`src/rtl/dps_pkg.sv`:
```
// dps_pkg: shared types and constants of the priority ready queue
`timescale 1ns / 1ps
`default_nettype none

package dps_pkg;

    // default queue size and stored entry width
    localparam int QUEUE_DEPTH_DEF = 16;
    localparam int ENTRY_W         = 32;

    // command codes
    localparam logic CMD_ADD      = 1'b0;
    localparam logic CMD_DISPATCH = 1'b1;

    // result status codes
    localparam logic [2:0] ST_ADDED    = 3'd0;
    localparam logic [2:0] ST_FULL     = 3'd1;
    localparam logic [2:0] ST_BAD_TIME = 3'd2;
    localparam logic [2:0] ST_REQUEUED = 3'd3;
    localparam logic [2:0] ST_FINISHED = 3'd4;
    localparam logic [2:0] ST_EMPTY    = 3'd5;

    // lowest priority, a requeued process saturates here
    localparam logic signed [7:0] PRIO_MIN = 8'sh80;

    // input command transfer
    typedef struct packed {
        logic              command;
        logic [7:0]        process_id;
        logic signed [7:0] priority_req;
        logic [7:0]        needed_time;
    } t_cmd;

    // result transfer
    typedef struct packed {
        logic [2:0]        status;
        logic [7:0]        run_id;
        logic signed [7:0] run_priority;
        logic [7:0]        run_elapsed;
        logic [4:0]        queue_count;
    } t_res;

    // one stored queue entry
    typedef struct packed {
        logic [7:0]        elapsed;
        logic [7:0]        needed;
        logic signed [7:0] prio;
        logic [7:0]        id;
    } t_entry;

endpackage

`default_nettype wire

```
`src/rtl/dps_ram.sv`:
```
// dps_ram: generic single-write, single-read ram with registered read data
`timescale 1ns / 1ps
`default_nettype none

module dps_ram
    import dps_pkg::*;
#(
    parameter int WIDTH = ENTRY_W,
    parameter int DEPTH = QUEUE_DEPTH_DEF
) (
    input  wire logic                     i_clk,
    input  wire logic                     i_we,
    input  wire logic [$clog2(DEPTH)-1:0] i_waddr,
    input  wire logic [WIDTH-1:0]         i_wdata,
    input  wire logic [$clog2(DEPTH)-1:0] i_raddr,
    output logic      [WIDTH-1:0]         o_rdata
);

    logic [WIDTH-1:0] r_mem [DEPTH];

    // write port
    always_ff @(posedge i_clk) begin
        if (i_we) begin
            r_mem[i_waddr] <= i_wdata;
        end
    end

    // registered read port
    always_ff @(posedge i_clk) begin
        o_rdata <= r_mem[i_raddr];
    end

endmodule

`default_nettype wire

```
`src/rtl/dynamic_priority_scheduler_core.sv`:
```
// dynamic_priority_scheduler_core: priority ready queue kept sorted in a circular ram
//
//  channel  direction  handshake                     payload
//  command  in         i_in_valid / o_in_ready       i_in_data  (t_cmd)
//  result   out        o_out_valid / i_out_ready     o_out_data (t_res)
//
//  one command at a time; the queue lives in a circular buffer in one ram.
//  add: a walk from the tail, with one ram read per entry walked.
//  dispatch: head read plus, unless the process finishes, a reinsertion walk.
//  rejected adds and dispatch on empty queue go straight to the response state.
//  reset (synchronous, active low) empties the queue; ram contents are not cleared.
//  a stalled result waits in the output register while the next command is taken.
`timescale 1ns / 1ps
`default_nettype none

module dynamic_priority_scheduler_core
    import dps_pkg::*;
#(
    parameter int QUEUE_DEPTH = QUEUE_DEPTH_DEF
) (
    input  wire logic i_clk,
    input  wire logic i_rst_n,
    input  wire logic i_in_valid,
    output logic      o_in_ready,
    input  wire t_cmd i_in_data,
    output logic      o_out_valid,
    input  wire logic i_out_ready,
    output t_res      o_out_data
);

    localparam int AW = $clog2(QUEUE_DEPTH);
    localparam int CW = $clog2(QUEUE_DEPTH + 1);

    typedef enum logic [5:0] {
        S_IDLE  = 6'b000001,
        S_HEAD  = 6'b000010,
        S_INS   = 6'b000100,
        S_SCAN  = 6'b001000,
        S_PLACE = 6'b010000,
        S_RESP  = 6'b100000
    } t_state;

    t_state          r_state, n_state;
    logic [CW-1:0]   r_count, n_count;
    logic [AW-1:0]   r_head,  n_head;
    logic [AW-1:0]   r_idx,   n_idx;
    t_entry          r_ent,   n_ent;
    t_res            r_res,   n_res;
    logic            r_out_valid, n_out_valid;
    t_res            r_out,   n_out;

    logic            ram_we;
    logic [AW-1:0]   ram_waddr;
    logic [AW-1:0]   ram_raddr;
    t_entry          ram_wdata;
    t_entry          ram_rdata;

    logic            in_xfer;
    logic [AW-1:0]   idx_inc;
    logic [AW-1:0]   idx_dec;
    logic [AW-1:0]   cnt_dec;
    logic [AW-1:0]   head_inc;
    logic [7:0]      elapsed_inc;

    // logical queue position to ram address
    function automatic logic [AW-1:0] f_phys(input logic [AW-1:0] head,
                                              input logic [AW-1:0] pos);
        logic [AW:0] sum;
        sum = {1'b0, head} + {1'b0, pos};
        if (sum >= (AW+1)'(QUEUE_DEPTH)) begin
            sum = sum - (AW+1)'(QUEUE_DEPTH);
        end
        return sum[AW-1:0];
    endfunction

    dps_ram #(
        .WIDTH (ENTRY_W),
        .DEPTH (QUEUE_DEPTH)
    ) u_ram (
        .i_clk   (i_clk),
        .i_we    (ram_we),
        .i_waddr (ram_waddr),
        .i_wdata (ram_wdata),
        .i_raddr (ram_raddr),
        .o_rdata (ram_rdata)
    );

    // handshake and index arithmetic
    assign o_in_ready  = (r_state == S_IDLE);
    assign in_xfer     = i_in_valid && o_in_ready;
    assign o_out_valid = r_out_valid;
    assign o_out_data  = r_out;
    assign idx_inc     = r_idx + AW'(1);
    assign idx_dec     = r_idx - AW'(1);
    assign cnt_dec     = AW'(r_count - CW'(1));
    assign head_inc    = (r_head == AW'(QUEUE_DEPTH - 1)) ? '0 : r_head + AW'(1);
    assign elapsed_inc = ram_rdata.elapsed + 8'd1;

    // command sequencer
    always_comb begin
        n_state     = r_state;
        n_count     = r_count;
        n_head      = r_head;
        n_idx       = r_idx;
        n_ent       = r_ent;
        n_res       = r_res;
        n_out_valid = r_out_valid;
        n_out       = r_out;
        ram_we      = 1'b0;
        ram_waddr   = f_phys(r_head, idx_inc);
        ram_wdata   = r_ent;
        ram_raddr   = r_head;

        if (r_out_valid && i_out_ready) begin
            n_out_valid = 1'b0;
        end

        case (r_state)
            S_IDLE: begin
                if (in_xfer) begin
                    n_res       = '0;
                    n_ent.elapsed = 8'd0;
                    n_ent.needed  = i_in_data.needed_time;
                    n_ent.prio    = i_in_data.priority_req;
                    n_ent.id      = i_in_data.process_id;
                    if (i_in_data.command == CMD_ADD) begin
                        if (i_in_data.needed_time == 8'd0) begin
                            n_res.status = ST_BAD_TIME;
                            n_state      = S_RESP;
                        end else if (r_count == CW'(QUEUE_DEPTH)) begin
                            n_res.status = ST_FULL;
                            n_state      = S_RESP;
                        end else begin
                            n_res.status = ST_ADDED;
                            n_state      = S_INS;
                        end
                    end else if (r_count == '0) begin
                        n_res.status = ST_EMPTY;
                        n_state      = S_RESP;
                    end else begin
                        ram_raddr = r_head;
                        n_state   = S_HEAD;
                    end
                end
            end

            // head entry arrives: charge one slice and pop it
            S_HEAD: begin
                n_res.run_id       = ram_rdata.id;
                n_res.run_priority = ram_rdata.prio;
                n_res.run_elapsed  = elapsed_inc;
                n_count            = r_count - CW'(1);
                n_head             = head_inc;
                if (elapsed_inc == ram_rdata.needed) begin
                    n_res.status = ST_FINISHED;
                    n_state      = S_RESP;
                end else begin
                    n_res.status  = ST_REQUEUED;
                    n_ent.elapsed = elapsed_inc;
                    n_ent.needed  = ram_rdata.needed;
                    n_ent.id      = ram_rdata.id;
                    n_ent.prio    = (ram_rdata.prio == PRIO_MIN) ? PRIO_MIN
                                                                 : ram_rdata.prio - 8'sd1;
                    n_state       = S_INS;
                end
            end

            // start the walk from the tail, or write an empty queue's only entry at the front
            S_INS: begin
                if (r_count == '0) begin
                    ram_we    = 1'b1;
                    ram_waddr = f_phys(r_head, '0);
                    n_count   = r_count + CW'(1);
                    n_state   = S_RESP;
                end else begin
                    ram_raddr = f_phys(r_head, cnt_dec);
                    n_idx     = cnt_dec;
                    n_state   = S_SCAN;
                end
            end

            // shift lower-priority entries up by one until the slot is found
            S_SCAN: begin
                ram_we    = 1'b1;
                ram_waddr = f_phys(r_head, idx_inc);
                if (r_ent.prio > ram_rdata.prio) begin
                    ram_wdata = ram_rdata;
                    if (r_idx == '0) begin
                        n_state = S_PLACE;
                    end else begin
                        ram_raddr = f_phys(r_head, idx_dec);
                        n_idx     = idx_dec;
                    end
                end else begin
                    ram_wdata = r_ent;
                    n_count   = r_count + CW'(1);
                    n_state   = S_RESP;
                end
            end

            // new entry goes to the front
            S_PLACE: begin
                ram_we    = 1'b1;
                ram_waddr = f_phys(r_head, '0);
                n_count   = r_count + CW'(1);
                n_state   = S_RESP;
            end

            // hand the result to the output register
            S_RESP: begin
                if (!r_out_valid || i_out_ready) begin
                    n_out             = r_res;
                    n_out.queue_count = 5'(r_count);
                    n_out_valid       = 1'b1;
                    n_state           = S_IDLE;
                end
            end

            default: begin
                n_state = S_IDLE;
            end
        endcase
    end

    // control registers
    always_ff @(posedge i_clk) begin
        if (!i_rst_n) begin
            r_state     <= S_IDLE;
            r_count     <= '0;
            r_head      <= '0;
            r_out_valid <= 1'b0;
        end else begin
            r_state     <= n_state;
            r_count     <= n_count;
            r_head      <= n_head;
            r_out_valid <= n_out_valid;
        end
    end

    // payload registers
    always_ff @(posedge i_clk) begin
        r_idx <= n_idx;
        r_ent <= n_ent;
        r_res <= n_res;
        r_out <= n_out;
    end

    // occupancy never exceeds the ram
    a_count_range: assert property (@(posedge i_clk) disable iff (!i_rst_n)
        r_count <= CW'(QUEUE_DEPTH))
        else $error("queue count beyond depth");

    // ram is written only while inserting
    a_write_state: assert property (@(posedge i_clk) disable iff (!i_rst_n)
        ram_we |-> (r_state == S_INS || r_state == S_SCAN || r_state == S_PLACE))
        else $error("ram write outside insertion");

    // zero time add is rejected straight away
    a_bad_time: assert property (@(posedge i_clk) disable iff (!i_rst_n)
        (in_xfer && i_in_data.command == CMD_ADD && i_in_data.needed_time == 8'd0)
        |=> (r_state == S_RESP && r_res.status == ST_BAD_TIME))
        else $error("zero time add not rejected");

    // dispatch on an empty queue reports empty
    a_empty: assert property (@(posedge i_clk) disable iff (!i_rst_n)
        (in_xfer && i_in_data.command == CMD_DISPATCH && r_count == '0)
        |=> (r_state == S_RESP && r_res.status == ST_EMPTY))
        else $error("empty dispatch not reported");

    // occupancy moves by at most one per cycle
    a_count_step: assert property (@(posedge i_clk) disable iff (!i_rst_n)
        (r_count == $past(r_count) || r_count == $past(r_count) + CW'(1)
         || r_count == $past(r_count) - CW'(1)))
        else $error("queue count jumped");

endmodule

`default_nettype wire

```
`config.mk`:
```
export PLATFORM = sky130hd
export DESIGN_NAME = dynamic_priority_scheduler_core
export DESIGN_NICKNAME = d
export VERILOG_FILES = /design/src/rtl/dps_pkg.sv /design/src/rtl/dps_ram.sv /design/src/rtl/dynamic_priority_scheduler_core.sv
export SDC_FILE = /design/constraint.sdc
export NUM_CORES = 1
export LEC_CHECK = 0
export ABC_AREA = 1
export BUFFER_PORTS_ARGS = -buffer_cell sky130_fd_sc_hd__buf_2
export CAP_MARGIN = 15
export CORE_ASPECT_RATIO = 1.75
export CORE_UTILIZATION = 46
export CTS_BUF_LIST = sky130_fd_sc_hd__clkbuf_8
export CTS_CLUSTER_DIAMETER = 150
export CTS_CLUSTER_SIZE = 10
export DETAILED_ROUTE_END_ITERATION = 10
export PLACE_DENSITY = 0.64
export SYNTH_ARGS = -nofsm -noshare
export SYNTH_HDL_FRONTEND = slang
export SYNTH_SLANG_ARGS = --single-unit
```
`constraint.sdc`:
```
create_clock -name i_clk -period 4 [get_ports i_clk]
set_input_delay 0.2 -clock i_clk [delete_from_list [all_inputs] [get_ports i_clk]]
set_output_delay 0.2 -clock i_clk [all_outputs]
set_load 0.05 [all_outputs]
```
; After elaboration in Yosys (flattened, before gate mapping)
; Memory sizes are Yosys's and may differ from the RTL's. A register that Yosys moved wholly into a read port is not among the register bits.
; Index checks and enable logic that the tools add are counted.
[totals]
ram_bits = 512
mem_count = 1
register_bits = 111
in_bits = 29
out_inout_bits = 34
elab_cells = 123
[memory_table]
columns = memory, depth, word_bits, rd, rd_clocked_by_memory_dff, wr, line_no
row1 = u_ram.r_mem, 16, 32, 1, 1, 1, dps_ram.sv:19  ; logic [WIDTH-1:0] r_mem [DEPTH];
[classes]
n_reduce_logical = 17
n_lt_le_gt_ge = 5
mux = 49
n_eq_ne = 19
addsub = 14
[ops]
columns = op, n
row1 = 2-to-1 mux 32 bit, 5
row2 = case mux 32 bit (2 select lines), 1
row3 = 2-to-1 mux 6 bit, 10
row4 = case mux 27 bit (2 select lines), 1
row5 = 2-to-1 mux 4 bit, 12
row6 = case mux 6 bit (6 select lines), 1
row7 = case mux 4 bit (2 select lines), 3
row8 = case mux 5 bit (4 select lines), 1
row9 = "subtractor 4 x 1 -> 4 bit, second input constant", 5
row10 = adder 4 x 4 -> 5 bit, 3
row11 = "greater-or-equal comparator 5 bit, second input constant", 3
row12 = "!= test 2 bit, second input constant", 7
row13 = 2-to-1 mux 5 bit, 2
row14 = 2-to-1 mux 3 bit, 3
row15 = AND reduction 3 bit, 3
row16 = "adder 4 x 1 -> 4 bit, second input constant", 2
row17 = "adder 8 x 1 -> 8 bit, second input constant", 1
row18 = == test 8 bit, 1
row19 = "== test 8 bit, second input constant", 1
row20 = greater-than comparator 8 bit, 1
row21 = zero test 8 bit, 1
row22 = 2-to-1 mux 8 bit, 1
row23 = "subtractor 8 x 2 -> 8 bit, second input constant", 1
row24 = 2-to-1 mux 1 bit, 7
row25 = 25 further kinds, 28

; Logic depth before layout (Yosys ltp)
[logic_depth]
ltp_word = 7
mapped_depth = 23
depth_no_buf = 21

; Cells and area by module
; A second synthesis with hierarchy kept.
[hier_totals]
hier_cells = 2765
area_unflattened_um2 = 28798.9
[by_module_without_submodules]
columns = mod, area_per_inst_um2, instances, seq_area_each_um2, cells_per_inst
row1 = dps_ram, 22730.6, 1, 16015.4, 2120
row2 = dynamic_priority_scheduler_core, 6068.3, 1, 3173.0, 645

; Least setup slack after synthesis
; OpenSTA, ideal clock, no wires.
[synth_path]
kind = register to register
from = register r_idx[0]
to = memory u_ram.r_mem[6][0] (netlist name), enable pin
setup_ns = 0.421
n_path_buf = 0
synth_period_minus_slack_ns = 3.620
slack_ns = 0.380
arrival_time_ns = 3.199
stages_incl_launch_ff = 12
t_required_ns = 3.579
path_cell_list = edfxtp_1 > ha_1 > xor2_1 > ha_1 > a21oi_1 > o21ai_0 > xor2_1 > nand2_1 > o21ai_0 > inv_1 > nand2_1 > nor2_1
[synth_via]
elab_chain_cells = 6
elab_cells_between_ends = 7
cone_classes = add/sub: 3 / order compare: 1 / mux: 3
[synth_rtl]
columns = item, line_no
row1 = "start, declared", dynamic_priority_scheduler_core.sv:46  ; logic [AW-1:0] r_idx, n_idx;
row2 = "start signal, assigned", dynamic_priority_scheduler_core.sv:242  ; r_idx <= n_idx;
row3 = adder 4 x 1 -> 4 bit *, dynamic_priority_scheduler_core.sv:93  ; assign idx_inc = r_idx + AW'(1);
row4 = adder 4 x 4 -> 5 bit *, dynamic_priority_scheduler_core.sv:69  ; sum = {1'b0, head} + {1'b0, pos};
row5 = subtractor 4 x 1 -> 4 bit / greater-or-equal comparator 5 bit (equally long branches), "dynamic_priority_scheduler_core.sv:71, dynamic_priority_scheduler_core.sv:70"
row6 = 2-to-1 mux 4 bit *, dynamic_priority_scheduler_core.sv:70  ; if (sum >= (AW+1)'(QUEUE_DEPTH)) begin
row7 = 2-to-1 mux 4 bit, dynamic_priority_scheduler_core.sv:170  ; if (r_count == '0) begin
row8 = case mux 4 bit (2 select lines) *, dynamic_priority_scheduler_core.sv:118  ; case (r_state)
row9 = "end, declared", dps_ram.sv:19
; Every way passes the cells marked *; elsewhere a longest branch is shown, timed or not.

; Worst setup path after layout
[layout_path]
from = register r_count[0]
to = memory u_ram.r_mem[1][6] (netlist name), enable pin
[layout_via]
elab_chain_cells = 5
elab_cells_between_ends = 7
cone_classes = mux: 6 / reduce/logical: 1
[layout_rtl]
columns = item, line_no
row1 = "start, declared", dynamic_priority_scheduler_core.sv:44  ; logic [CW-1:0] r_count, n_count;
row2 = "start signal, assigned", dynamic_priority_scheduler_core.sv:234  ; r_count <= n_count;
row3 = zero test 5 bit *, dynamic_priority_scheduler_core.sv:170
row4 = 2-to-1 mux 1 bit, dynamic_priority_scheduler_core.sv:170
row5 = case mux 1 bit (2 select lines), dynamic_priority_scheduler_core.sv:118
row6 = 2-to-1 mux 1 bit, dps_ram.sv:23  ; if (i_we) begin
row7 = 2-to-1 mux 1 bit (not written as such), dps_ram.sv:24  ; r_mem[i_waddr] <= i_wdata;
; Marked as above.

==> out/metrics.csv <==
metric;value;unit
die_area;60400;um2
vias;18800;
path_max_fanout;32;
clock_latency;680;ps
clk_pin_slew;80;ps
switchingPower;0.00340;W
clock_path_buffers;3;
drc;0;
grt_setup_unrepaired;no;
fin_util;0.523;
coreArea;58400;um2
grt_pass1_vias;18600;
grt_antenna_before_repair;1;
cts_num_sinks;655;
gp_congestion;0.939;
max_stage_delay;540;ps
synth_seq_cells;655;
swShare;0.252;
period_needed;3620;ps
mostFrequentLayoutCells;nand3_1, edfxtp_1, nand2_1, inv_1;
muxShareOfSynthArea;0.00124;
cp.required;4280;ps
irDropWorstVdd;0.000225;V
syn-num-nets;2424;
worst_pin_slew;955;ps
nNetsFinal;2526;
drt_iter0_markers;1727;
worstSetupPathType;reg2reg;
grt_usage;0.234;
ant_nets;0;
p_int;0.0101;W
combPwrFrac;0.097;
final_common_cell;nand3_1;
critPathSlowestCell;buf_4;
critPathTopFamily;simple AND/OR/NAND/NOR gates;
die_x;186;um
status;finished clean;
power_frac_seq;0.595;
clkPwrFrac;0.308;
tritoncts;yes;
power.density;440;nW/um2
synth-compound-area-share;0.0233;
crit_buf_inv;4;
power;0.0135;W
slew_headroom;0.362;
period_share;0.905;
syn_to_final_growth;11.8;%
fmax;276;MHz
final.setup_skew;38.9;ps
ys.flop_type;edfxtp_1;
synthAdderAreaFrac;0.0127;
slew_violations;0;
setup_tns;0;ps
place_ws;517;ps
endpoint_kind;flop;
hold_violations;0;
ios;63;
avgRoutedWirePerCell;21.2;um
start_kind;flop;
grt_pass1_wl;107000;um
seq_area_frac_synth;0.702;
p_leak;11.4;nW
synth_edf_count;607;
drive_gt1_frac;0.107;
syn_avg_cell_area;11.5;um2
crit_top_cell;inv_1;
crit_chain;inv_1 > ha_1 > nand3_1 > nor2_2 > nor2_1 > nor2_1 > inv_1 > o21bai_1 > o21ai_0 > inv_1 > nand2_1 > nor2_4 > buf_4;
synthXorXnorAreaFrac;0.00993;
die_h;324;um
hpwl;39900;um
fillers;4975;
dr.pass1.iters;8;
ys_warn_count;0;
fin_ws;380;ps
start_util;0.468;
setup_viol;0;
syn_area;27300;um2
h-tree-depth;3;
timing.max_cap.violations;0;
vias_per_cell;5.70;
netlist_instances;2369;
routed_wl;70000;um
grt_max_degree;137;
io_buffers;62;
synth_top_family_by_area;simple AND/OR/NAND/NOR gates;
cts_root_buf;clkbuf_8;
yosysUniqueCellTypes;41;
synth-async-reset-ratio;0;
cp.arrival;3900;ps
hp-class;in2reg;
yosys.area_share.simple;0.213;
cts_buffers;75;
gr-total-overflow;0;
rows;117;
-- tightest hold or removal path, cell delays in order --
cell	delay (ps)
buf_2	100
inv_1	160
a21oi_1	90
nand2_1	100
a211oi_1	60
-- stage by stage --
stage               cells  hold slack (ps)  cell area, um2
floorplan            2369              386           27300
global placement     3139              400           29000
detailed placement   3139              405           29000
CTS                  3306             49.1           30600
global route         3307              121           30600
finish               3307              106           30600
-- cell families after synthesis --
logic type / count (synthesis)
muxes: 3
AOI/OAI and AO/OA: 118
adders and majority gates: 26
buffers and inverters: 231
DFF: 655
and+or+nand+nor: 1305
xor gates and xnor gates: 31
-- state kept, by name, summed over array words and instances, names as in the netlist --
| name | flops |
|---|---|
| u_ram.r_mem | 512 |
| o_out_data | 32 |
| r_ent | 32 |
| u_ram.o_rdata | 32 |
| r_res | 27 |
| r_state | 6 |
| r_count | 5 |
| r_head | 4 |
| r_idx | 4 |
| o_out_valid | 1 |
-- metal layers --
layer  share of wire  routed length (um)  track usage
met3           0.063                4430       0.0374
met4           0.037                2600       0.0987
met2            0.52               36400        0.409
met1            0.38               26600        0.283
met5               0                   0            0
-- final cells by class --
| class | count | area (um2) | area share |
|---|---|---|---|
| Sequential cell | 655 | 19200 | 0.628 |
| Clock buffer | 77 | 1060 | 0.0347 |
| Multi-Input combinational cell | 1483 | 7300 | 0.239 |
| Timing Repair Buffer | 171 | 1460 | 0.0478 |
| Inverter | 85 | 324 | 0.0106 |
| Clock inverter | 62 | 258 | 0.00843 |
| Tap cell | 773 | 967 | 0.0316 |
| Antenna cell | 1 | 2.50 | 0.0000819 |
-- path summary, 6_finish.rpt --
kind | startpoint | end | slack, ps | cells past startpoint
max | r_count[0] | u_ram.r_mem[1][6] | 380 | 13
min | i_in_valid | r_state[2] | 110 | 5
max reg2reg | r_count[0] | u_ram.r_mem[1][6] | 380 | 13
min reg2reg | r_res[11] | o_out_data[11] | 420 | 0
-- synth_stat cells (6+ instances only) --
cell / count / area, um2
a21oi_1: 21 / 105
buf_2: 121 / 606
clkbuf_1: 21 / 78.8
dfxtp_1: 48 / 961
edfxtp_1: 607 / 18200
ha_1: 23 / 288
inv_1: 78 / 293
nand2_1: 541 / 2030
nand3_1: 661 / 3310
nand4_1: 11 / 68.8
nor2_1: 73 / 274
o21ai_0: 79 / 395
xnor2_1: 6 / 52.6
xor2_1: 25 / 219
-- repair_timing --
item,CTS,global route
hold buffers,28,0
setup buffers,0,0
hold endpoints to repair,41,0
endpoints found under the setup margin,0,0
resized for setup,0,0
-- power by group through the flow --
stage | sequential (W) | clock, W | combinational (W)
after floorplan | 0.00819 | 0 | 0.000706
after global placement | 0.00815 | 0 | 0.00124
after detailed placement | 0.00815 | 0 | 0.00127
after CTS | 0.00800 | 0.00423 | 0.00130
after global routing | 0.00802 | 0.00449 | 0.00142
final | 0.00800 | 0.00415 | 0.00130
Note: power is estimated with default switching activity, not from simulation.
